--- src/design/aecp_pkg.sv ---
package aecp_pkg;

    // default grid and CSI limits
    localparam int unsigned DEF_TEXT_COLS     = 80;
    localparam int unsigned DEF_TEXT_ROWS     = 25;
    localparam int unsigned DEF_GRAPHIC_COLS  = 125;
    localparam int unsigned DEF_GRAPHIC_ROWS  = 60;
    localparam int unsigned DEF_CSI_MAX_CHARS = 31;
    localparam int unsigned DEF_MAX_PARAMS    = 4;

    // field widths
    localparam int ROW_W   = 6;
    localparam int COL_W   = 7;
    localparam int PARAM_W = 16;
    localparam int ATTR_W  = 8;
    localparam int RGB_W   = 24;

    // APB register map: one 32-bit register per word
    localparam int APB_AW  = 3;
    localparam int APB_DW  = 32;
    localparam int REG_LSB = 2;
    localparam logic [APB_AW-REG_LSB-1:0] REG_GRAPHIC_MODE = 1'b0;

    localparam logic [PARAM_W-1:0] PARAM_MAX = '1;

    // color defaults and SGR codes
    localparam logic [ATTR_W-1:0] ATTR_RESET  = 8'h0F;
    localparam logic [ATTR_W-1:0] ATTR_BRIGHT = 8'h08;
    localparam logic [RGB_W-1:0]  RGB_RESET   = 24'hFFFFFF;

    localparam logic [PARAM_W-1:0] SGR_RESET     = 16'd0;
    localparam logic [PARAM_W-1:0] SGR_FG_LO     = 16'd30;
    localparam logic [PARAM_W-1:0] SGR_FG_HI     = 16'd37;
    localparam logic [PARAM_W-1:0] SGR_BRIGHT_LO = 16'd90;
    localparam logic [PARAM_W-1:0] SGR_BRIGHT_HI = 16'd97;

    localparam logic [2:0] VGA_OF_ANSI [8] = '{
        3'd0, 3'd4, 3'd2, 3'd6, 3'd1, 3'd5, 3'd3, 3'd7
    };

    localparam logic [RGB_W-1:0] RGB_OF_ANSI [8] = '{
        24'h000000, 24'hFF5555, 24'h55FF55, 24'hFFFF55,
        24'h5555FF, 24'hFF55FF, 24'h55FFFF, 24'hFFFFFF
    };

    typedef enum logic [1:0] {
        FUNC_PUT   = 2'd0,
        FUNC_ATTR  = 2'd1,
        FUNC_CLEAR = 2'd2,
        FUNC_NOP   = 2'd3
    } t_func;

    typedef struct packed {
        t_func       func;
        logic [7:0]  byte_value;
        logic [7:0]  attribute_value;
    } t_in_item;

    typedef struct packed {
        logic              cell_write;
        logic              cell_erase;
        logic [ROW_W-1:0]  cell_row;
        logic [COL_W-1:0]  cell_col;
        logic [7:0]        char_code;
        logic [ATTR_W-1:0] text_attr;
        logic [RGB_W-1:0]  rgb_color;
        logic              scroll_up;
        logic              clear_screen;
        logic              cursor_update;
        logic [ROW_W-1:0]  cursor_row;
        logic [COL_W-1:0]  cursor_col;
    } t_out_item;

    typedef struct packed {
        logic [ATTR_W-1:0] attr;
        logic [RGB_W-1:0]  rgb;
    } t_color;

    // one SGR parameter applied to the current colors
    function automatic t_color sgr_apply(logic [PARAM_W-1:0] v, t_color c);
        t_color             r;
        logic [PARAM_W-1:0] d30;
        logic [PARAM_W-1:0] d90;
        r   = c;
        d30 = v - SGR_FG_LO;
        d90 = v - SGR_BRIGHT_LO;
        if (v == SGR_RESET) begin
            r.attr = ATTR_RESET;
            r.rgb  = RGB_RESET;
        end else if (v >= SGR_FG_LO && v <= SGR_FG_HI) begin
            r.attr = (c.attr & ATTR_BRIGHT) | {5'b0, VGA_OF_ANSI[d30[2:0]]};
            r.rgb  = RGB_OF_ANSI[d30[2:0]];
        end else if (v >= SGR_BRIGHT_LO && v <= SGR_BRIGHT_HI) begin
            r.attr = ATTR_BRIGHT | {5'b0, VGA_OF_ANSI[d90[2:0]]};
            r.rgb  = RGB_OF_ANSI[d90[2:0]];
        end
        return r;
    endfunction

endpackage

--- src/design/aecp_apb.sv ---
module aecp_apb (
    input  logic                        i_clk,
    input  logic                        i_rst_n,
    input  logic                        psel,
    input  logic                        penable,
    input  logic                        pwrite,
    input  logic [aecp_pkg::APB_AW-1:0] paddr,
    input  logic [aecp_pkg::APB_DW-1:0] pwdata,
    output logic [aecp_pkg::APB_DW-1:0] prdata,
    output logic                        pready,
    output logic                        o_graphic_mode
);
    import aecp_pkg::*;

    logic r_graphic_mode;
    logic wr_en;
    logic sel_mode;

    assign pready   = 1'b1;
    assign sel_mode = (paddr[APB_AW-1:REG_LSB] == REG_GRAPHIC_MODE);
    assign wr_en    = psel & penable & pwrite & pready & sel_mode;

    // mode register
    always_ff @(posedge i_clk) begin
        if (!i_rst_n) begin
            r_graphic_mode <= 1'b0;
        end else if (wr_en) begin
            r_graphic_mode <= pwdata[0];
        end
    end

    // read back
    assign prdata         = sel_mode ? {{(APB_DW-1){1'b0}}, r_graphic_mode} : '0;
    assign o_graphic_mode = r_graphic_mode;

endmodule

--- src/design/aecp_sgr.sv ---
module aecp_sgr #(
    parameter int unsigned MAX_PARAMS = aecp_pkg::DEF_MAX_PARAMS
) (
    input  logic [MAX_PARAMS-1:0][aecp_pkg::PARAM_W-1:0] i_params,
    input  logic [$clog2(MAX_PARAMS+1)-1:0]              i_param_index,
    input  aecp_pkg::t_color                             i_color,
    output aecp_pkg::t_color                             o_color
);
    import aecp_pkg::*;

    localparam int PIW = $clog2(MAX_PARAMS + 1);

    logic [PIW-1:0] last;
    t_color         acc;

    // apply parameters 0..last in order; 30-37 depends on the previous attr
    always_comb begin
        last = (i_param_index < PIW'(MAX_PARAMS)) ? i_param_index : PIW'(MAX_PARAMS - 1);
        acc  = i_color;
        for (int i = 0; i < MAX_PARAMS; i++) begin
            if (PIW'(i) <= last) begin
                acc = sgr_apply(i_params[i], acc);
            end
        end
        o_color = acc;
    end

endmodule

--- src/design/aecp_step.sv ---
module aecp_step #(
    parameter int unsigned TEXT_COLS     = aecp_pkg::DEF_TEXT_COLS,
    parameter int unsigned TEXT_ROWS     = aecp_pkg::DEF_TEXT_ROWS,
    parameter int unsigned GRAPHIC_COLS  = aecp_pkg::DEF_GRAPHIC_COLS,
    parameter int unsigned GRAPHIC_ROWS  = aecp_pkg::DEF_GRAPHIC_ROWS,
    parameter int unsigned CSI_MAX_CHARS = aecp_pkg::DEF_CSI_MAX_CHARS,
    parameter int unsigned MAX_PARAMS    = aecp_pkg::DEF_MAX_PARAMS
) (
    input  logic                i_clk,
    input  logic                i_rst_n,
    input  logic                i_fire,
    input  aecp_pkg::t_in_item  i_item,
    input  logic                i_graphic_mode,
    output aecp_pkg::t_out_item o_result
);
    import aecp_pkg::*;

    localparam int PIW = $clog2(MAX_PARAMS + 1);
    localparam int CCW = $clog2(CSI_MAX_CHARS + 1);
    localparam int WW  = PARAM_W + 1;
    localparam int TAB_STOP = 8;

    localparam logic [7:0] CH_BS     = 8'h08;
    localparam logic [7:0] CH_TAB    = 8'h09;
    localparam logic [7:0] CH_LF     = 8'h0A;
    localparam logic [7:0] CH_CR     = 8'h0D;
    localparam logic [7:0] CH_ESC    = 8'h1B;
    localparam logic [7:0] CH_0      = 8'h30;
    localparam logic [7:0] CH_9      = 8'h39;
    localparam logic [7:0] CH_SEMI   = 8'h3B;
    localparam logic [7:0] CH_LBRACK = 8'h5B;
    localparam logic [7:0] CMD_CUU   = 8'h41;
    localparam logic [7:0] CMD_CUD   = 8'h42;
    localparam logic [7:0] CMD_CUF   = 8'h43;
    localparam logic [7:0] CMD_CUB   = 8'h44;
    localparam logic [7:0] CMD_CUP   = 8'h48;
    localparam logic [7:0] CMD_ED    = 8'h4A;
    localparam logic [7:0] CMD_HVP   = 8'h66;
    localparam logic [7:0] CMD_SGR   = 8'h6D;
    localparam logic [PARAM_W-1:0] ED_ALL = 16'd2;

    typedef enum logic [2:0] {
        ST_NORMAL = 3'b001,
        ST_ESC    = 3'b010,
        ST_CSI    = 3'b100
    } t_parse_state;

    // digit accumulate, saturating
    function automatic logic [PARAM_W-1:0] acc_digit(logic [PARAM_W-1:0] p, logic [3:0] d);
        logic [PARAM_W+3:0] v;
        v = ({4'b0, p} << 3) + ({4'b0, p} << 1) + {{PARAM_W{1'b0}}, d};
        return (v > {4'b0, PARAM_MAX}) ? PARAM_MAX : v[PARAM_W-1:0];
    endfunction

    // parser and console state
    t_parse_state                     r_state, n_state;
    logic [ROW_W-1:0]                 r_row;
    logic [COL_W-1:0]                 r_col;
    t_color                           r_color, n_color, sgr_color;
    logic [MAX_PARAMS-1:0][PARAM_W-1:0] r_params, n_params;
    logic [PIW-1:0]                   r_pidx, n_pidx;
    logic [CCW-1:0]                   r_ccnt, n_ccnt;

    logic [WW-1:0]      cols, rows, x0, y0, x, y, nmove;
    logic [PARAM_W-1:0] p0, p1;
    logic [7:0]         b;
    logic [3:0]         digit;
    logic [7:0]         digit_full;
    logic               put, clear_p, collect, do_sgr;
    logic               wr, er, sc, cl, cu;
    logic [ROW_W-1:0]   wrow;
    logic [COL_W-1:0]   wcol;
    logic [7:0]         wch;

    assign b          = i_item.byte_value;
    assign digit_full = b - CH_0;
    assign digit      = digit_full[3:0];
    assign cols = i_graphic_mode ? WW'(GRAPHIC_COLS) : WW'(TEXT_COLS);
    assign rows = i_graphic_mode ? WW'(GRAPHIC_ROWS) : WW'(TEXT_ROWS);
    assign x0   = WW'(r_col);
    assign y0   = WW'(r_row);
    assign p0   = r_params[0];
    assign nmove = (p0 == '0) ? WW'(1) : WW'(p0);

    generate
        if (MAX_PARAMS > 1) begin : g_p1
            assign p1 = r_params[1];
        end else begin : g_no_p1
            assign p1 = '0;
        end
    endgenerate

    aecp_sgr #(
        .MAX_PARAMS (MAX_PARAMS)
    ) u_sgr (
        .i_params      (r_params),
        .i_param_index (r_pidx),
        .i_color       (r_color),
        .o_color       (sgr_color)
    );

    // byte decode, cursor moves, wrap and scroll
    always_comb begin
        n_state = r_state;
        x       = x0;
        y       = y0;
        put     = 1'b0;
        clear_p = 1'b0;
        collect = 1'b0;
        do_sgr  = 1'b0;
        wr      = 1'b0;
        er      = 1'b0;
        sc      = 1'b0;
        cl      = 1'b0;
        cu      = 1'b0;
        wrow    = '0;
        wcol    = '0;
        wch     = '0;
        n_color = r_color;
        unique case (i_item.func)
            FUNC_ATTR: begin
                n_color.attr = i_item.attribute_value;
            end
            FUNC_CLEAR: begin
                cl = 1'b1;
                x  = '0;
                y  = '0;
                cu = !i_graphic_mode;
            end
            FUNC_PUT: begin
                put = 1'b1;
                unique case (r_state)
                    ST_NORMAL: begin
                        if (b == CH_ESC) begin
                            n_state = ST_ESC;
                        end else if (b == CH_LF) begin
                            x = '0;
                            y = y0 + WW'(1);
                        end else if (b == CH_CR) begin
                            x = '0;
                        end else if (b == CH_TAB) begin
                            x = (x0 + WW'(TAB_STOP)) & ~WW'(TAB_STOP - 1);
                        end else if (b == CH_BS) begin
                            if (x0 != '0) begin
                                x = x0 - WW'(1);
                                if (i_graphic_mode) begin
                                    er   = 1'b1;
                                    wrow = r_row;
                                    wcol = r_col - COL_W'(1);
                                end
                            end
                        end else begin
                            wr   = 1'b1;
                            wrow = r_row;
                            wcol = r_col;
                            wch  = b;
                            x    = x0 + WW'(1);
                        end
                    end
                    ST_ESC: begin
                        if (b == CH_LBRACK) begin
                            n_state = ST_CSI;
                            clear_p = 1'b1;
                        end else begin
                            n_state = ST_NORMAL;
                        end
                    end
                    ST_CSI: begin
                        if ((b >= CH_0 && b <= CH_9) || b == CH_SEMI) begin
                            collect = 1'b1;
                        end else begin
                            n_state = ST_NORMAL;
                            case (b) inside
                                CMD_SGR: do_sgr = 1'b1;
                                CMD_CUU: y = (y0 > nmove) ? y0 - nmove : '0;
                                CMD_CUD: y = (y0 + nmove < rows) ? y0 + nmove : rows - WW'(1);
                                CMD_CUF: x = (x0 + nmove < cols) ? x0 + nmove : cols - WW'(1);
                                CMD_CUB: x = (x0 > nmove) ? x0 - nmove : '0;
                                CMD_CUP, CMD_HVP: begin
                                    if (r_pidx != '0) begin
                                        y = (p0 != '0) ? WW'(p0) - WW'(1) : '0;
                                        x = (p1 != '0) ? WW'(p1) - WW'(1) : '0;
                                    end else begin
                                        x = '0;
                                        y = '0;
                                    end
                                end
                                CMD_ED: begin
                                    if (p0 == ED_ALL) begin
                                        cl = 1'b1;
                                        x  = '0;
                                        y  = '0;
                                    end
                                end
                                default: ;
                            endcase
                        end
                    end
                    default: n_state = ST_NORMAL;
                endcase
            end
            default: ;
        endcase

        if (do_sgr) begin
            n_color = sgr_color;
        end

        // wrap past the right edge, scroll past the bottom
        if (put) begin
            if (x >= cols) begin
                x = '0;
                y = y + WW'(1);
            end
            if (y >= rows) begin
                sc = 1'b1;
                y  = rows - WW'(1);
            end
            cu = (n_state == ST_NORMAL) && !i_graphic_mode;
        end
    end

    // CSI parameter collection
    always_comb begin
        n_params = r_params;
        n_pidx   = r_pidx;
        n_ccnt   = r_ccnt;
        if (clear_p) begin
            n_params = '0;
            n_pidx   = '0;
            n_ccnt   = '0;
        end else if (collect && r_ccnt < CCW'(CSI_MAX_CHARS)) begin
            n_ccnt = r_ccnt + CCW'(1);
            if (r_pidx < PIW'(MAX_PARAMS)) begin
                if (b == CH_SEMI) begin
                    n_pidx = r_pidx + PIW'(1);
                end else begin
                    for (int i = 0; i < MAX_PARAMS; i++) begin
                        if (r_pidx == PIW'(i)) begin
                            n_params[i] = acc_digit(r_params[i], digit);
                        end
                    end
                end
            end
        end
    end

    // state update per beat
    always_ff @(posedge i_clk) begin
        if (!i_rst_n) begin
            r_state  <= ST_NORMAL;
            r_row    <= '0;
            r_col    <= '0;
            r_color  <= '{attr: ATTR_RESET, rgb: RGB_RESET};
            r_params <= '0;
            r_pidx   <= '0;
            r_ccnt   <= '0;
        end else if (i_fire) begin
            r_state  <= n_state;
            r_row    <= y[ROW_W-1:0];
            r_col    <= x[COL_W-1:0];
            r_color  <= n_color;
            r_params <= n_params;
            r_pidx   <= n_pidx;
            r_ccnt   <= n_ccnt;
        end
    end

    // result of this beat
    always_comb begin
        o_result.cell_write    = wr;
        o_result.cell_erase    = er;
        o_result.cell_row      = wrow;
        o_result.cell_col      = wcol;
        o_result.char_code     = wch;
        o_result.text_attr     = n_color.attr;
        o_result.rgb_color     = n_color.rgb;
        o_result.scroll_up     = sc;
        o_result.clear_screen  = cl;
        o_result.cursor_update = cu;
        o_result.cursor_row    = y[ROW_W-1:0];
        o_result.cursor_col    = x[COL_W-1:0];
    end

endmodule

--- src/design/ansi_escape_console_parser_unit.sv ---
// Flow: an accepted beat waits in the input register until the result register
// is free or being taken, then moves there and is offered as its result beat.
// Throughput: one beat per cycle unless the result side stalls; the input and
// result registers form a two-stage pipeline, and the parser state updates in a
// single pass. Reset: synchronous, active low; clears parser, cursor, colors, CSI
// params, the mode register and the valid flags of both pipeline stages.
module ansi_escape_console_parser_unit #(
    parameter int unsigned TEXT_COLS     = aecp_pkg::DEF_TEXT_COLS,
    parameter int unsigned TEXT_ROWS     = aecp_pkg::DEF_TEXT_ROWS,
    parameter int unsigned GRAPHIC_COLS  = aecp_pkg::DEF_GRAPHIC_COLS,
    parameter int unsigned GRAPHIC_ROWS  = aecp_pkg::DEF_GRAPHIC_ROWS,
    parameter int unsigned CSI_MAX_CHARS = aecp_pkg::DEF_CSI_MAX_CHARS,
    parameter int unsigned MAX_PARAMS    = aecp_pkg::DEF_MAX_PARAMS
) (
    input  logic                        i_clk,
    input  logic                        i_rst_n,
    input  logic                        i_in_valid,
    output logic                        o_in_ready,
    input  aecp_pkg::t_in_item          i_in_data,
    output logic                        o_out_valid,
    input  logic                        i_out_ready,
    output aecp_pkg::t_out_item         o_out_data,
    input  logic                        psel,
    input  logic                        penable,
    input  logic                        pwrite,
    input  logic [aecp_pkg::APB_AW-1:0] paddr,
    input  logic [aecp_pkg::APB_DW-1:0] pwdata,
    output logic [aecp_pkg::APB_DW-1:0] prdata,
    output logic                        pready
);
    import aecp_pkg::*;

    logic      r_in_vld;
    t_in_item  r_in_item;
    logic      r_out_vld;
    t_out_item r_out_item;
    t_out_item n_out_item;
    logic      advance;
    logic      graphic_mode;

    aecp_apb u_apb (
        .i_clk          (i_clk),
        .i_rst_n        (i_rst_n),
        .psel           (psel),
        .penable        (penable),
        .pwrite         (pwrite),
        .paddr          (paddr),
        .pwdata         (pwdata),
        .prdata         (prdata),
        .pready         (pready),
        .o_graphic_mode (graphic_mode)
    );

    // item moves to the result register when that register is free or being taken
    assign advance    = r_in_vld && (!r_out_vld || i_out_ready);
    assign o_in_ready = !r_in_vld || advance;

    aecp_step #(
        .TEXT_COLS     (TEXT_COLS),
        .TEXT_ROWS     (TEXT_ROWS),
        .GRAPHIC_COLS  (GRAPHIC_COLS),
        .GRAPHIC_ROWS  (GRAPHIC_ROWS),
        .CSI_MAX_CHARS (CSI_MAX_CHARS),
        .MAX_PARAMS    (MAX_PARAMS)
    ) u_step (
        .i_clk          (i_clk),
        .i_rst_n        (i_rst_n),
        .i_fire         (advance),
        .i_item         (r_in_item),
        .i_graphic_mode (graphic_mode),
        .o_result       (n_out_item)
    );

    // input register
    always_ff @(posedge i_clk) begin
        if (!i_rst_n) begin
            r_in_vld <= 1'b0;
        end else if (i_in_valid && o_in_ready) begin
            r_in_vld <= 1'b1;
        end else if (advance) begin
            r_in_vld <= 1'b0;
        end
    end

    always_ff @(posedge i_clk) begin
        if (i_in_valid && o_in_ready) begin
            r_in_item <= i_in_data;
        end
    end

    // result register
    always_ff @(posedge i_clk) begin
        if (!i_rst_n) begin
            r_out_vld <= 1'b0;
        end else if (advance) begin
            r_out_vld <= 1'b1;
        end else if (i_out_ready) begin
            r_out_vld <= 1'b0;
        end
    end

    always_ff @(posedge i_clk) begin
        if (advance) begin
            r_out_item <= n_out_item;
        end
    end

    assign o_out_valid = r_out_vld;
    assign o_out_data  = r_out_item;

endmodule

--- config.mk ---
export PLATFORM = sky130hd
export DESIGN_NAME = ansi_escape_console_parser_unit
export DESIGN_NICKNAME = d
export VERILOG_FILES = /design/src/design/aecp_pkg.sv /design/src/design/aecp_apb.sv /design/src/design/aecp_sgr.sv /design/src/design/aecp_step.sv /design/src/design/ansi_escape_console_parser_unit.sv
export SDC_FILE = /design/constraint.sdc
export NUM_CORES = 1
export LEC_CHECK = 0
export BUFFER_PORTS_ARGS = -buffer_cell sky130_fd_sc_hd__clkbuf_2
export CAP_MARGIN = 20
export CORE_MARGIN = 1.5
export CORE_UTILIZATION = 59
export CTS_CLUSTER_DIAMETER = 30
export DETAILED_ROUTE_END_ITERATION = 6
export GPL_TIMING_DRIVEN = 0
export PLACE_DENSITY = 0.8
export SLEW_MARGIN = 10
export SYNTH_ARGS = -nofsm -noshare
export SYNTH_HDL_FRONTEND = slang
export SYNTH_SLANG_ARGS = --single-unit
--- constraint.sdc ---
create_clock -name i_clk -period 16.4 [get_ports i_clk]
set_input_delay 2.46 -clock i_clk [delete_from_list [all_inputs] [get_ports i_clk]]
set_output_delay 2.46 -clock i_clk [all_outputs]
set_load 0.03 [all_outputs]
== After elaboration in Yosys (flattened, before gate mapping) ==
Memories as Yosys holds them, arrays and structs flattened.
Index checks and enable logic that the tools add are counted.

* Register bits after elaboration: 212
* ROM bits: 1728
* Bits of input ports: 60
* Output and inout bits: 106
* Word-level logic and storage cells: 373
* Memories kept: 16

* Add/sub/neg operators: 33
* Order comparisons: 42
* Eq/ne operators: 26
* Multiplexer cells: 159
* Bitwise operators: 20
* Reduce and logical (&&, ||, !) cells: 48

{| class="wikitable"
|+ Memory list
! memory !! depth !! bits a word !! rd ports !! clocked after memory_dff !! wr ports !! RTL line !! source
|-
| (name not given) || 8 || 24 || 1 || 0 || 0 || aecp_pkg.sv:95 || <nowiki>r.rgb = RGB_OF_ANSI[d90[2:0]];</nowiki>
|-
| (name not given) || 8 || 24 || 1 || 0 || 0 || aecp_pkg.sv:92 || <nowiki>r.rgb = RGB_OF_ANSI[d30[2:0]];</nowiki>
|-
| (name not given) || 8 || 24 || 1 || 0 || 0 || aecp_pkg.sv:95 ||
|-
| (name not given) || 8 || 24 || 1 || 0 || 0 || aecp_pkg.sv:92 ||
|-
| (name not given) || 8 || 24 || 1 || 0 || 0 || aecp_pkg.sv:95 ||
|-
| (name not given) || 8 || 24 || 1 || 0 || 0 || aecp_pkg.sv:92 ||
|-
| +10 memories || -- || -- || -- || -- || -- || -- ||
|}

{| class="wikitable"
|+ Operators by type and width
! operator !! number
|-
| two-way mux 17 bit || 34
|-
| two-way mux 32 bit || 17
|-
| two-way mux 24 bit || 16
|-
| two-way mux 64 bit || 4
|-
| two-way mux 16 bit || 9
|-
| case mux 17 bit (2 select lines) || 4
|-
| adder 19 x 17 -> 20 bit || 4
|-
| adder 20 x 4 -> 20 bit || 4
|-
| > comparator 20 x 16 -> 1 bit, second input constant || 4
|-
| two-way mux 3 bit || 25
|-
| equality test 8 x 7 -> 1 bit, second input constant || 9
|-
| >= comparator 16 x 5 -> 1 bit, second input constant || 4
|-
| >= comparator 16 x 7 -> 1 bit, second input constant || 4
|-
| less-or-equal comparator 16 x 6 -> 1 bit, second input constant || 4
|-
| less-or-equal comparator 16 x 7 -> 1 bit, second input constant || 4
|-
| logical NOT 16 bit || 4
|-
| two-way mux 6 bit || 8
|-
| two-way mux 7 bit || 6
|-
| less-than comparator 17 bit || 2
|-
| subtractor 16 x 1 -> 17 bit, second input constant || 2
|-
| equality test 8 x 4 -> 1 bit, second input constant || 4
|-
| >= comparator 4 bit, second input constant || 8
|-
| NOT 3 -> 4 bit || 8
|-
| nonzero test 16 bit || 2
|-
| 59 further kinds || 138
|}

== Depth between registers and ports, before layout ==
* Word-level depth: 22
* Depth in mapped cells: 39

== Cells and area by module ==
From an unflattened synthesis, not the netlist that was laid out.

* Cell total of the unflattened synthesis: 2372
* Area, all modules: 19277.2 um^2

{| class="wikitable"
|+ By module, submodules not included
! module !! times used !! cells each !! area each (um^2) !! seq. area each (um^2)
|-
| aecp_step || 1 || 1964 || 14502.7 || 2402.3
|-
| ansi_escape_console_parser_unit || 1 || 98 || 2776.4 || 2712.6
|-
| aecp_sgr || 1 || 270 || 1682.9 || 0.0
|-
| aecp_apb || 1 || 40 || 315.3 || 20.0
|}

== Worst setup path after synthesis ==
OpenSTA, ideal clock, no wires.

* Path kind: register to register
* Start: register u_step.r_params, in the netlist u_step.p0[8]
* End: register r_out_item, in the netlist o_out_data[8] (data pin)
* Arrival: 7.284 ns
* Required time: 16.138 ns
* Path slack: 8.854 ns
* Cell stages (with the launch flop): 35
* Clock period less this slack: 7.546 ns
* Path through: dfxtp_1 clkbuf_1 nor3_1 nand4_1 or2_2 clkbuf_1 nand2_1 inv_1 ha_1 o311ai_0 nand2_1 xnor2_1 ha_1 o221ai_1 a311oi_1 a2111oi_2 nand4_1 o211ai_1 o21ai_0 a32o_1 ha_1 nand2_1 a211o_1 o21bai_1 o21a_1 buf_2 nand2_1 xnor2_1 ha_1 o21ai_0 a41oi_1 a211oi_4 nand3_4 mux2i_1 or2_2

{| class="wikitable"
|+ RTL lines
! item !! RTL line !! source
|-
| start: declaration || aecp_step.sv:60 || <nowiki>logic [MAX_PARAMS-1:0][PARAM_W-1:0] r_params, n_params;</nowiki>
|-
| start signal: assignment || aecp_step.sv:263 || <nowiki>r_params <= n_params;</nowiki>
|-
| end signal: assignment || ansi_escape_console_parser_unit.sv:104 || <nowiki>r_out_item <= n_out_item;</nowiki>
|-
| end: declaration || ansi_escape_console_parser_unit.sv:36 || <nowiki>t_out_item r_out_item;</nowiki>
|}

==> impl_metrics.yaml <==
outcome:
  outcome: "completed"
grt:
  grt.overflow.total: 0
  grtUsageMet2: 0.636
  grt_max_degree: 58
  grtUsageMet1: 0.449
  antenna_found_initial: 0
  grt_pass1_wl_um: 92500
  grt.met3_usage: 0.0581
  grt_usage: 0.370
  top_usage_layer: "met2"
  grt_pass1_vias: 17468
routing:
  vias: 18422
  avgRoutedWirePerCell_um: 21.0
  drt_iter0_markers: 1645
  first_pass_iters: 6
  drt_wl_total_um: 60000
  antenna_left: 0
  vias_per_cell: 6.45
  route.detailed.drc: 0
clock_tree:
  root_buffer: "clkbuf_16"
  cts_buffer_depth: 3
  cts_tree: "yes"
  cts_hold_buf: 0
  clkTransAtPathRegs_ns: 0.06
  clock_latency_ns: 0.55
  cts_max_level: 2
  cts-resized-gates: 0
  cts_buffers: 45
  cts_sinks: 212
  cts_setup_buffers: 0
logic_synthesis:
  synth_area_mm2: 0.0183
  netlist_top_cells_area: "edfxtp_1 (15%), dfxtp_1 (13%), ha_1 (13%), o21ai_0 (4.7%), nor2_1 (4.6%)"
  synth-async-reset-ratio: 0
  synthCells: 2242
  synth_edf_count: 89
  synth_area_per_cell_um2: 8.14
  ys_warn_count: 0
  netlist.area_leader.share: 0.146
  yosysSeqAreaShare: 0.281
  yosys.area.top_type: "edfxtp_1"
  synth_cell_types: 103
  synth_flop_cell: "dfxtp_1"
  synth_seq_cells: 212
floorplanning:
  die_y_um: 179
  coreArea_mm2: 0.0305
  rows: 64
  dieArea_mm2: 0.0320
  io_pins: 166
  start_util: 0.598
  fp.dieW_um: 179
pwr:
  power_leakage_uw: 0.00925
  power_uw: 1660
  powerDensity_mw_per_mm2: 78.9
  ir_drop_mv: 0.129
setup_path:
  critPathRequiredTime_ns: 16.71
  r2r_cells: 34
  cp_max_fo: 10
  r2r-end: "o_out_data[8]$_DFFE_PP_"
  cp-start-kind: "flop"
  crit_path_end_kind: "flop"
  cp_slowest_cell: "o311ai_0"
  worstPathArrival_ns: 10.15
  timing.rr.start: "u_step.p0[2]$_SDFFE_PN0P_"
  slowest_delay_ns: 0.78
  ff2ff_setup_slack_ns: 6.56
  path_class: "flop to flop"
  cp_top_family: "compound AO/OA/AOI/OAI gates"
  crit_buf_inv: 4
sta:
  tns_ns: 0
  rsz0062_at_grt: "no"
  hold_viol: 0
  worst_pin_slew_ns: 1.04
  relSlewSlack: 0.308
  clock_skew_ns: 0.0183
  slew_viol_final: 0
  setup_viol: 0
  max_freq_mhz: 102
  setup_slack_ns: 6.56
  fin_crit_sh: 0.600
  post-route-min-period_ns: 9.84
hold_path:
  hp-start: "u_step.r_color[31]$_SDFFE_PN0P_"
  min_to: "u_step.r_color[31]$_SDFFE_PN0P_"
  hp-class: "flop to flop"
  whs_path_depth: 2
layout:
  design_area_mm2: 0.0210
  drive_above_1_share: 0.108
  diodes: 0
  nets: 2690
  stdcell_count: 2855
  synthToLayoutAreaGrowth_pct: 15.2
placed_design:
  placed_cells: 2770
  io_buffers: 100
  place_ws_ns: 6.88
  gp_congestion: 0.995
  dpl_cell_area_mm2: 0.0194
  dp_hpwl_um: 45100
run:
  cap_violations: 0
==> report_power, final <==
group,leakage [uW],internal (uW),total [uW],switching [uW]
Clock,0.000773,612,948,336
Combinational,0.00669,42.1,133,91.4
Sequential,0.00178,565,577,11.5
Total,0.00925,1220,1660,439
==> stage by stage <==
stage | hold WS (ns) | util
after CTS | 0.486 | 0.689
after global placement | 0.455 | 0.635
final | 0.490 | 0.689
after floorplan | 0.443 | -
after global routing | 0.505 | 0.689
after detailed placement | 0.468 | 0.636
==> how the worst max path moves through the flow <==
stage | start | slack, ns | endpoint | cells past startpoint
final | u_step.p0[2]$_SDFFE_PN0P_ | 6.56 | o_out_data[8]$_DFFE_PP_ | 34
after global routing | u_step.p0[2]$_SDFFE_PN0P_ | 6.02 | o_out_data[8]$_DFFE_PP_ | 36
after CTS | u_step.p0[2]$_SDFFE_PN0P_ | 6.77 | o_out_data[8]$_DFFE_PP_ | 34
after detailed placement | u_step.p0[2]$_SDFFE_PN0P_ | 6.88 | o_out_data[8]$_DFFE_PP_ | 36
after global placement | u_step.p0[2]$_SDFFE_PN0P_ | 6.91 | o_out_data[8]$_DFFE_PP_ | 36
after floorplan | u_step.p0[8]$_SDFFE_PN0P_ | 8.85 | o_out_data[8]$_DFFE_PP_ | 34
==> worst register-to-register path: cells and delay by family (launching register included) <==
family	cells	cell delay (ns)
AOI/OAI and AO/OA	13	3.91
xor gates and xnor gates	2	0.51
adders and majority gates	4	1.10
buffers and inverters	4	0.99
DFF	1	0.37
muxes	1	0.17
and+or+nand+nor	10	2.56
==> cells by family (layout without fill, tap and decap cells) <==
group / Yosys count / in the layout / share of synthesized area
compound gates: 667 / 667 / 0.246
fa+ha+maj: 208 / 208 / 0.148
flops: 212 / 212 / 0.281
mux: 25 / 25 / 0.0142
buf+inv: 262 / 449 / 0.0616
simple gates: 789 / 789 / 0.212
other cells: 2 / 32 / 0.000412
xor+xnor: 77 / 77 / 0.0370
==> routing by layer <==
metal,vias to the layer above,share of wire
met5,-,0
met4,0,0.051
met3,224,0.078
met2,905,0.48
met1,8775,0.40
li1,8518,-
==> Yosys cell counts, drive strengths merged, types with 12 or more instances <==
cell,n
a211oi,18
a21boi,43
a21o,28
a21oi,139
a221o,23
a22oi,38
a31oi,21
and2,27
and3,20
buf,47
clkbuf,99
dfxtp,123
edfxtp,89
fa,12
ha,196
inv,115
mux2i,21
nand2,205
nand2b,24
nand3,64
nand4,25
nor2,224
nor2b,42
nor3,67
nor4,17
o211ai,22
o21a,35
o21ai,176
or2,12
or3,21
xnor2,61
xor2,16
==> final cells by class <==
| cell class | count | area (um^2) |
|---|---|---|
| clock inverters | 32 | 379 |
| multi-input cells | 1798 | 12100 |
| clock buffers | 52 | 1220 |
| repair buffers | 103 | 551 |
| fillers | 2543 | 9490 |
| well taps | 396 | 495 |
| inverters | 116 | 435 |
| flip-flops and latches | 212 | 5130 |
| plain buffers | 146 | 692 |
==> state kept, by name (all words and copies together), names as in the netlist <==
register	count
u_step.r_state	3
u_step.r_pidx	3
r_in_item	18
o_out_valid	1
u_step.r_col	7
u_apb.o_graphic_mode	1
u_step.p1	16
u_step.r_params	32
u_step.r_row	6
r_in_vld	1
u_step.r_ccnt	5
u_step.p0	16
u_step.r_color	32
o_out_data	71
==> layout by cell type, fill, tap and decap left out, types with 10 or more instances in the layout <==
| master | count |
|---|---|
| buf_4 | 32 |
| conb_1 | 32 |
| nor2b_1 | 41 |
| clkbuf_16 | 47 |
| a211oi_1 | 17 |
| nor4_1 | 15 |
| xnor2_1 | 61 |
| or2_2 | 11 |
| o211ai_1 | 21 |
| nor3_1 | 66 |
| ha_1 | 196 |
| inv_6 | 13 |
| clkbuf_1 | 100 |
| nand4_1 | 24 |
| o21ai_0 | 170 |
| fa_1 | 12 |
| nor2_1 | 222 |
| edfxtp_1 | 89 |
| o21a_1 | 35 |
| xor2_1 | 16 |
| a22oi_1 | 38 |
| nand3_1 | 61 |
| mux2i_1 | 21 |
| a31oi_1 | 20 |
| and3_1 | 20 |
| dfxtp_1 | 123 |
| nand2b_1 | 23 |
| nand2_1 | 205 |
| or3_1 | 21 |
| clkbuf_2 | 100 |
| a221o_1 | 23 |
| o31ai_1 | 10 |
| and2_1 | 27 |
| a21oi_1 | 138 |
| a21o_1 | 28 |
| inv_1 | 114 |
| a21boi_0 | 43 |
Power figures use the tool's default switching activity.
